`config.mk`:
```
export PLATFORM = sky130hd
export DESIGN_NAME = rc_four_channel_pulse_decoder_core
export DESIGN_NICKNAME = d
export VERILOG_FILES = /design/src/rtl/rcpd_pkg.sv /design/src/rtl/rc_four_channel_pulse_decoder_core.sv /design/src/rtl/rcpd_lane.sv /design/src/rtl/rcpd_merge.sv
export SDC_FILE = /design/constraint.sdc
export NUM_CORES = 2
export LEC_CHECK = 0
export BUFFER_PORTS_ARGS = -buffer_cell sky130_fd_sc_hd__buf_4
export CAP_MARGIN = 20
export CELL_PAD_IN_SITES_DETAIL_PLACEMENT = 1
export CELL_PAD_IN_SITES_GLOBAL_PLACEMENT = 1
export CORE_MARGIN = 10
export CORE_UTILIZATION = 45
export DETAILED_ROUTE_END_ITERATION = 10
export GPL_TIMING_DRIVEN = 1
export PLACE_DENSITY_LB_ADDON = 0.12
export SYNTH_ARGS = -nofsm -noshare
export SYNTH_HDL_FRONTEND = slang
export SYNTH_SLANG_ARGS = --single-unit
```
`constraint.sdc`:
```
create_clock -name clk -period 8.9 [get_ports clk]
set_clock_uncertainty 0.05 [all_clocks]
set_input_delay 0.445 -clock clk [delete_from_list [all_inputs] [get_ports clk]]
set_output_delay 0.445 -clock clk [all_outputs]
set_load 0.01 [all_outputs]
```
`src/rtl/rcpd_pkg.sv`:
```
// Package of shared constants, register codes and control types for the RC pulse decoder.
package rcpd_pkg;

    localparam int CHANNELS_DEF = 4;
    localparam int PIN_COUNT    = 4;
    localparam int TIME_W       = 32;
    localparam int PULSE_W      = 16;
    localparam int CMD_W        = 16;
    localparam int DIV_STEPS    = 16;
    localparam int CFG_IDX_W    = 2;
    localparam int CFG_DATA_W   = 32;
    localparam int IN_TDATA_W   = 40;
    localparam int OUT_TDATA_W  = 72;

    localparam logic [CFG_IDX_W-1:0] REG_MIN_PULSE   = 2'd0;
    localparam logic [CFG_IDX_W-1:0] REG_MAX_PULSE   = 2'd1;
    localparam logic [CFG_IDX_W-1:0] REG_MAX_SILENCE = 2'd2;
    localparam logic [CFG_IDX_W-1:0] REG_MAX_WIDTH   = 2'd3;

    localparam logic [PULSE_W-1:0] MIN_PULSE_RST   = 16'd1000;
    localparam logic [PULSE_W-1:0] MAX_PULSE_RST   = 16'd2000;
    localparam logic [TIME_W-1:0]  MAX_SILENCE_RST = 32'd100000;
    localparam logic [TIME_W-1:0]  MAX_WIDTH_RST   = 32'd2500;

    // Channel numbers of the four receiver pins.
    localparam int CH_ROLL     = 0;
    localparam int CH_THROTTLE = 1;
    localparam int CH_PITCH    = 2;
    localparam int CH_YAW      = 3;

    localparam logic [CMD_W-1:0] CMD_SAT = 16'hFFFF;

    typedef struct packed {
        logic upd;
        logic load;
        logic step;
    } lane_ctrl_t;

    typedef struct packed {
        logic prep;
        logic load;
    } merge_ctrl_t;

endpackage

```
`src/rtl/rc_four_channel_pulse_decoder_core.sv`:
```
// Top level of the four-channel RC pulse-width decoder: registers, sequencer, lanes and merge.
//
//  Channel | Role   | Signals                   | Contents
//  --------+--------+---------------------------+------------------------------------------
//  s_      | input  | s_tvalid s_tready s_tdata | one pin sample with its timestamp
//  m_      | output | m_tvalid m_tready m_tdata | four commands and the link flag
//  cfg_    | config | cfg_we cfg_index cfg_wdata| floor, ceiling, silence and width limits
//
// After its acceptance a sample passes through the preparation step of clamping and link
// testing, then the restoring divider in each lane, and is then loaded into the output
// register once it is free.
// The input is ready again in the cycle after that load, even while the result still waits,
// so a new sample is not taken before the last one has been loaded into the output register.
// A stalled output keeps the sequencer waiting, with the finished quotients held in the lanes,
// until the register is free. Edges are captured at the accepting clock edge itself.
// Reset clears all edge and width state and restores the default limits; no clearing pass.
module rc_four_channel_pulse_decoder_core #(
    parameter int CHANNELS = rcpd_pkg::CHANNELS_DEF
) (
    input  logic                                clk,
    input  logic                                rst_n,
    input  logic                                s_tvalid,
    output logic                                s_tready,
    // Fields from bit 0: pin_levels[3:0], time_us[35:4], zero fill [39:36].
    input  logic [rcpd_pkg::IN_TDATA_W-1:0]     s_tdata,
    output logic                                m_tvalid,
    input  logic                                m_tready,
    // Fields from bit 0: pitch_cmd[15:0], roll_cmd[31:16], yaw_cmd[47:32],
    // throttle_cmd[63:48], link_ok[64], zero fill [71:65].
    output logic [rcpd_pkg::OUT_TDATA_W-1:0]    m_tdata,
    input  logic                                cfg_we,
    input  logic [rcpd_pkg::CFG_IDX_W-1:0]      cfg_index,
    input  logic [rcpd_pkg::CFG_DATA_W-1:0]     cfg_wdata
);
    import rcpd_pkg::*;

    localparam int CNT_W = $clog2(DIV_STEPS);

    typedef enum logic [1:0] {
        S_IDLE,
        S_PREP,
        S_DIV,
        S_DONE
    } state_t;

    state_t             state_reg;
    logic [CNT_W-1:0]   cnt_reg;
    logic [PIN_COUNT-1:0] prev_levels_reg;
    logic [TIME_W-1:0]  last_change_reg;
    logic [TIME_W-1:0]  now_reg;

    logic [PULSE_W-1:0] min_pulse_reg;
    logic [PULSE_W-1:0] max_pulse_reg;
    logic [TIME_W-1:0]  max_silence_reg;
    logic [TIME_W-1:0]  max_width_reg;

    logic [PIN_COUNT-1:0] pin_levels;
    logic [TIME_W-1:0]    time_us;
    logic                 accept;
    logic                 out_free;
    logic                 div_last;

    lane_ctrl_t  lane_ctrl;
    merge_ctrl_t merge_ctrl;

    logic [CHANNELS-1:0][TIME_W-1:0]  lane_width;
    logic [CHANNELS-1:0][CMD_W-1:0]   lane_cmd;
    logic [PIN_COUNT-1:0][CMD_W-1:0]  named_cmd;

    assign pin_levels = s_tdata[PIN_COUNT-1:0];
    assign time_us    = s_tdata[PIN_COUNT +: TIME_W];
    assign s_tready   = (state_reg == S_IDLE);
    assign accept     = s_tvalid && s_tready;
    assign out_free   = !m_tvalid || m_tready;
    assign div_last   = (cnt_reg == CNT_W'(DIV_STEPS - 1));

    // The result is loaded after the last divider step has settled, once the output is free.
    always_comb
    begin
        lane_ctrl.upd   = accept;
        lane_ctrl.load  = (state_reg == S_PREP);
        lane_ctrl.step  = (state_reg == S_DIV);
        merge_ctrl.prep = (state_reg == S_PREP);
        merge_ctrl.load = (state_reg == S_DONE) && out_free;
    end

    always_ff @(posedge clk or negedge rst_n)
    begin
        if (!rst_n)
        begin
            min_pulse_reg   <= MIN_PULSE_RST;
            max_pulse_reg   <= MAX_PULSE_RST;
            max_silence_reg <= MAX_SILENCE_RST;
            max_width_reg   <= MAX_WIDTH_RST;
        end
        else if (cfg_we)
        begin
            case (cfg_index)
                REG_MIN_PULSE:   min_pulse_reg   <= cfg_wdata[PULSE_W-1:0];
                REG_MAX_PULSE:   max_pulse_reg   <= cfg_wdata[PULSE_W-1:0];
                REG_MAX_SILENCE: max_silence_reg <= cfg_wdata[TIME_W-1:0];
                REG_MAX_WIDTH:   max_width_reg   <= cfg_wdata[TIME_W-1:0];
                default:         ;
            endcase
        end
    end

    // Sequencer, sample history and activity time.
    always_ff @(posedge clk or negedge rst_n)
    begin
        if (!rst_n)
        begin
            state_reg       <= S_IDLE;
            cnt_reg         <= '0;
            prev_levels_reg <= '0;
            last_change_reg <= '0;
            now_reg         <= '0;
        end
        else
        begin
            case (state_reg)
                S_IDLE:
                begin
                    if (accept)
                    begin
                        prev_levels_reg <= pin_levels;
                        now_reg         <= time_us;
                        if (pin_levels != prev_levels_reg)
                            last_change_reg <= time_us;
                        state_reg <= S_PREP;
                    end
                end
                S_PREP:
                begin
                    cnt_reg   <= '0;
                    state_reg <= S_DIV;
                end
                S_DIV:
                begin
                    cnt_reg <= cnt_reg + 1'b1;
                    if (div_last)
                        state_reg <= S_DONE;
                end
                S_DONE:
                begin
                    if (out_free)
                        state_reg <= S_IDLE;
                end
                default: state_reg <= S_IDLE;
            endcase
        end
    end

    // One lane per channel; channels beyond the four pins see a constant low level.
    for (genvar i = 0; i < CHANNELS; i++)
    begin : g_lane
        logic pin_cur;
        logic pin_old;

        if (i < PIN_COUNT)
        begin : g_pin
            assign pin_cur = pin_levels[i];
            assign pin_old = prev_levels_reg[i];
        end
        else
        begin : g_nopin
            assign pin_cur = 1'b0;
            assign pin_old = 1'b0;
        end

        rcpd_lane u_lane (
            .clk          (clk),
            .rst_n        (rst_n),
            .ctrl         (lane_ctrl),
            .pin          (pin_cur),
            .pin_prev     (pin_old),
            .time_us      (time_us),
            .min_pulse_us (min_pulse_reg),
            .max_pulse_us (max_pulse_reg),
            .pulse_width  (lane_width[i]),
            .cmd          (lane_cmd[i])
        );
    end

    // A named channel with no lane behind it commands zero.
    for (genvar k = 0; k < PIN_COUNT; k++)
    begin : g_named
        if (k < CHANNELS)
        begin : g_have
            assign named_cmd[k] = lane_cmd[k];
        end
        else
        begin : g_none
            assign named_cmd[k] = '0;
        end
    end

    rcpd_merge #(
        .CHANNELS (CHANNELS)
    ) u_merge (
        .clk            (clk),
        .rst_n          (rst_n),
        .ctrl           (merge_ctrl),
        .now_us         (now_reg),
        .last_change_us (last_change_reg),
        .max_silence_us (max_silence_reg),
        .max_width_us   (max_width_reg),
        .widths         (lane_width),
        .cmds           (named_cmd),
        .m_tready       (m_tready),
        .m_tvalid       (m_tvalid),
        .m_tdata        (m_tdata)
    );

`ifndef SYNTHESIS
    a_accept_to_prep: assert property (@(posedge clk) disable iff (!rst_n)
        accept |=> (state_reg == S_PREP))
        else $error("accepted sample did not move to the preparation step");

    a_div_ends: assert property (@(posedge clk) disable iff (!rst_n)
        (state_reg == S_DIV) && div_last |=> (state_reg != S_DIV))
        else $error("divider ran past its last step");

    a_failsafe_zero: assert property (@(posedge clk) disable iff (!rst_n)
        m_tvalid && !m_tdata[64] |-> (m_tdata[63:0] == 64'd0))
        else $error("commands not zeroed while the link is down");

    a_load_sets_valid: assert property (@(posedge clk) disable iff (!rst_n)
        merge_ctrl.load |=> m_tvalid)
        else $error("loaded result not presented");
`endif

endmodule

```
`src/rtl/rcpd_lane.sv`:
```
// One channel lane: edge capture of pulse width, clamp and serial Q1.15 normalisation divider.
module rcpd_lane (
    input  logic                          clk,
    input  logic                          rst_n,
    input  rcpd_pkg::lane_ctrl_t          ctrl,
    input  logic                          pin,
    input  logic                          pin_prev,
    input  logic [rcpd_pkg::TIME_W-1:0]   time_us,
    input  logic [rcpd_pkg::PULSE_W-1:0]  min_pulse_us,
    input  logic [rcpd_pkg::PULSE_W-1:0]  max_pulse_us,
    output logic [rcpd_pkg::TIME_W-1:0]   pulse_width,
    output logic [rcpd_pkg::CMD_W-1:0]    cmd
);
    import rcpd_pkg::*;

    logic [TIME_W-1:0]  rise_time_reg;
    logic [TIME_W-1:0]  pulse_width_reg;
    logic [PULSE_W-1:0] rem_reg;
    logic [PULSE_W-1:0] bits_reg;
    logic [CMD_W-1:0]   quot_reg;
    logic               zero_reg;
    logic               sat_reg;

    logic [TIME_W-1:0]  floor_w;
    logic [PULSE_W-1:0] clamped;
    logic [PULSE_W-1:0] diff;
    logic [PULSE_W:0]   trial;
    logic               take;

    always_comb
    begin
        floor_w = (pulse_width_reg < {16'd0, min_pulse_us}) ? {16'd0, min_pulse_us}
                                                           : pulse_width_reg;
        clamped = (floor_w > {16'd0, max_pulse_us}) ? max_pulse_us : floor_w[PULSE_W-1:0];
        diff    = clamped - min_pulse_us;
        trial   = {rem_reg, bits_reg[PULSE_W-1]};
        take    = (trial >= {1'b0, min_pulse_us});
    end

    always_ff @(posedge clk or negedge rst_n)
    begin
        if (!rst_n)
        begin
            rise_time_reg   <= '0;
            pulse_width_reg <= '0;
        end
        else if (ctrl.upd && (pin != pin_prev))
        begin
            if (pin)
                rise_time_reg <= time_us;
            else
                pulse_width_reg <= time_us - rise_time_reg;
        end
    end

    // Restoring division of (diff << 15) by the floor; the top 16 dividend bits
    // are already below the divisor whenever the result does not saturate.
    always_ff @(posedge clk)
    begin
        if (ctrl.load)
        begin
            zero_reg <= (clamped <= min_pulse_us);
            sat_reg  <= ({1'b0, diff} >= {min_pulse_us, 1'b0});
            rem_reg  <= {1'b0, diff[PULSE_W-1:1]};
            bits_reg <= {diff[0], {(PULSE_W-1){1'b0}}};
            quot_reg <= '0;
        end
        else if (ctrl.step)
        begin
            rem_reg  <= take ? PULSE_W'(trial - {1'b0, min_pulse_us}) : trial[PULSE_W-1:0];
            bits_reg <= {bits_reg[PULSE_W-2:0], 1'b0};
            quot_reg <= {quot_reg[CMD_W-2:0], take};
        end
    end

    assign pulse_width = pulse_width_reg;
    assign cmd = zero_reg ? '0 : (sat_reg ? CMD_SAT : quot_reg);

endmodule

```
`src/rtl/rcpd_merge.sv`:
```
// Merging stage: link test over all lanes and the registered result of one transaction.
module rcpd_merge #(
    parameter int CHANNELS = rcpd_pkg::CHANNELS_DEF
) (
    input  logic                                     clk,
    input  logic                                     rst_n,
    input  rcpd_pkg::merge_ctrl_t                    ctrl,
    input  logic [rcpd_pkg::TIME_W-1:0]              now_us,
    input  logic [rcpd_pkg::TIME_W-1:0]              last_change_us,
    input  logic [rcpd_pkg::TIME_W-1:0]              max_silence_us,
    input  logic [rcpd_pkg::TIME_W-1:0]              max_width_us,
    input  logic [CHANNELS-1:0][rcpd_pkg::TIME_W-1:0] widths,
    input  logic [rcpd_pkg::PIN_COUNT-1:0][rcpd_pkg::CMD_W-1:0] cmds,
    input  logic                                     m_tready,
    output logic                                     m_tvalid,
    output logic [rcpd_pkg::OUT_TDATA_W-1:0]         m_tdata
);
    import rcpd_pkg::*;

    logic                   link_reg;
    logic                   valid_reg;
    logic [OUT_TDATA_W-1:0] data_reg;
    logic                   widths_ok;
    logic [TIME_W-1:0]      silence;

    always_comb
    begin
        widths_ok = 1'b1;
        for (int i = 0; i < CHANNELS; i++)
        begin
            if (widths[i] >= max_width_us)
                widths_ok = 1'b0;
        end
        silence = now_us - last_change_us;
    end

    always_ff @(posedge clk)
    begin
        if (ctrl.prep)
            link_reg <= widths_ok && (silence < max_silence_us);
        if (ctrl.load)
        begin
            if (link_reg)
                data_reg <= {7'd0, 1'b1, cmds[CH_THROTTLE], cmds[CH_YAW],
                             cmds[CH_ROLL], cmds[CH_PITCH]};
            else
                data_reg <= '0;
        end
    end

    always_ff @(posedge clk or negedge rst_n)
    begin
        if (!rst_n)
            valid_reg <= 1'b0;
        else if (ctrl.load)
            valid_reg <= 1'b1;
        else if (m_tready)
            valid_reg <= 1'b0;
    end

    assign m_tvalid = valid_reg;
    assign m_tdata  = data_reg;

endmodule

```
==> results.yml <==
routing:
  drc_errors: 0
  drt_iter0_markers: 1792
  final_antenna_net_count: 0
  drt_wl_total_um: 148100
  wl_per_cell_um: 22.69
  vias_per_cell: 5.739
  via_count: 37450
  first_pass_iters: 5
power_and_ir_drop:
  p_leak_uw: 0.02444
  peakVddDrop_uv: 231.9
  p_per_area_nw_per_um2: 406.9
floorplanning:
  die-area_um2: 116800
  die_x_um: 341.8
  coreArea_um2: 102300
  fp.dieH_um: 341.8
  io_pins: 153
  rows: 117
  start_util_pct: 45.54
synthesis:
  yosys.area.top_type_share_pct: 21.69
  synth_cell_types: 72
  synthTopCellsByCount: "631 x ha_1, 442 x nand2_1, 404 x dfrtp_1"
  async_reset_ff_share_pct: 67.46
  synth_area_leaders: "dfrtp_1 22%, ha_1 17%, edfxtp_1 8.9%"
  netlist_area_um2: 46600
  yosys.area.top_type: "dfrtp_1"
  yosys.cell_count.top_type: "ha_1"
  ys_ff_latch: 633
  synth_area_per_cell_um2: 9.470
  synth_flop_cell: "dfrtp_1"
  synth-edff-count: 138
  syn_inst: 4921
  ys_seq_area_share_pct: 34.81
  yosysWarnings: 0
min_path:
  hold_path_class: "in2reg"
clock_network:
  clkLatencyLatePin_ns: 0.66
  numCtsBuffers: 80
  htreeDepth: 3
  clkSinkCount: 633
  cts_tree: "built"
  clkTransAtPathRegs_ns: 0.06
  cts_buffer_depth: 3
  cts-root-buf: "clkbuf_16"
worst_setup_path:
  critPathTopFamily: "compound AO/OA/AOI/OAI gates"
  worstPathRequired_ns: 9.25
  critPathMaxFanout: 16
  path_buf_inv: 3
  crit_slowest_cell: "dfstp_2"
  cp_slowest_stage_delay_ns: 0.57
  crit_arrival_ns: 8.72
  crit_type: "reg2reg"
  critPathLaunchType: "flop"
  crit_path_end_kind: "flop"
global_routing:
  grtUsageTotal_pct: 25.02
  first_global_vias: 39410
  antenna_found_initial: 0
  grt_overflow: 0
  grt_pass1_wl_um: 231300
  grt_max_degree: 162
timing:
  slew-limit-headroom_pct: 35.92
  fin_crit_sh_pct: 94.03
  slew_violations: 0
  setup_viol: 0
  finalHoldViolations: 0
  whs_ns: 0.03564
  final.min_clock_period_ns: 8.369
  setup_ws_ns: 0.5313
  timing.fmax_mhz: 119.5
  tightest_slew_ns: 0.9492
placement:
  io_buffers: 141
  gp_congestion: 0.9652
  dp_slack_ns: 0.4180
  dp_hpwl_um: 113800
  dpl_cell_area_um2: 49360
  dp_cells: 6351
layout:
  syn_to_final_growth_pct: 12.75
  final_nets: 5817
  fin_area_um2: 52540
  antennaDiodeCount: 0
  drive_gt1_share_pct: 14.33
  fin_cells: 6525
status:
  outcome: "finished, final reports clean"
flow_run:
  drv_cap: 0
-- worst paths after layout --
path / startpoint / slack [ns] / to / cells after the start
worst max-delay path: min_pulse_reg[9]$_DFFE_PN1P_ / 0.53 / g_lane[0].u_lane.sat_reg$_DFFE_PP_ / 37
worst min-delay path: cfg_wdata[29] / 0.04 / max_silence_reg[29]$_DFFE_PN0P_ / 2
worst max register to register: min_pulse_reg[9]$_DFFE_PN1P_ / 0.53 / g_lane[0].u_lane.sat_reg$_DFFE_PP_ / 37
worst min register to register: now_reg[17]$_DFFE_PN0P_ / 0.43 / now_reg[17]$_DFFE_PN0P_ / 2
max in group asynchronous: rst_n / 6.38 / min_pulse_reg[0]$_DFFE_PN0P_ / 4
min in group asynchronous: rst_n / 0.32 / prev_levels_reg[2]$_DFFE_PN0P_ / 2
-- per-layer routing --
layer  vias up  wire length, um  track usage [%]
met4         0             5883            9.343
met2       530            73810            45.07
met5         -                0                0
li1      18100                -                -
met1     18560            64350            30.32
met3       261             4018            2.786
-- through the flow --
step | setup TNS, ns | util, % | power, uW
after floorplan | 0 | - | 14120
after global placement | 0 | 48.24 | 17330
after detailed placement | 0 | 48.24 | 17760
after CTS | 0 | 51.26 | 21440
after global routing | -0.09422 | 51.35 | 23310
final | 0 | 51.35 | 21380
-- cells in the final DEF (no fill, tap or decap), types with 22 or more instances in the layout --
master	Yosys	layout
nor4_1	32	32
clkbuf_16	0	86
a21oi_1	286	284
edfxtp_1	138	138
dlygate4sd3_1	0	24
a31oi_1	22	22
xor2_1	87	87
dfrtp_1	404	404
buf_4	7	207
dfxtp_1	68	68
a211oi_1	34	34
nand2b_1	66	66
nand4_1	81	81
dfstp_2	23	23
mux2i_1	106	106
o21ai_0	365	363
nand3_1	55	54
o21a_1	78	78
nor2b_1	80	80
inv_1	324	323
nand2_1	442	441
nor2_1	380	378
nor3_1	74	74
ha_1	631	628
xnor2_1	145	144
mux2_2	342	342
o31ai_1	24	24
o21bai_1	40	40
a21o_1	162	162
-- layout make-up --
cell class / instances / area, um2
Tap cell: 1368 / 1712
Timing Repair Buffer: 235 / 1856
Multi-Input combinational cell: 3820 / 28680
Fill cell: 11540 / 49790
Clock buffer: 116 / 2425
Inverter: 324 / 1216
Clock inverter: 29 / 430.4
Sequential cell: 633 / 16220
-- repair_timing --
action	4_1_cts	5_1_grt
setup buffers	0	4
endpoints found under the hold margin	115	0
resized for setup	0	15
hold buffers	24	0
endpoints found under the setup margin	0	4
-- kinds of logic (layout without fill, tap and decap cells) --
family          count (synthesis)  after routing  synth area share (%)
buf+inv                       474            704                 3.907
compound gates               1186           1186                 16.01
flops                         633            633                 34.81
fa+ha+maj                     644            644                 17.50
other cells                     1              7              0.008047
mux                           448            448                 10.54
xor+xnor                      232            232                 4.360
simple gates                 1303           1303                 12.87
-- where the power goes --
part / internal (uW) / total, uW / switching [uW]
Clock: 2180 / 3520 / 1340
Sequential: 4370 / 5350 / 983
Combinational: 5360 / 12500 / 7140
Total: 11900 / 21400 / 9470
Power figures use the tool's default switching activity.
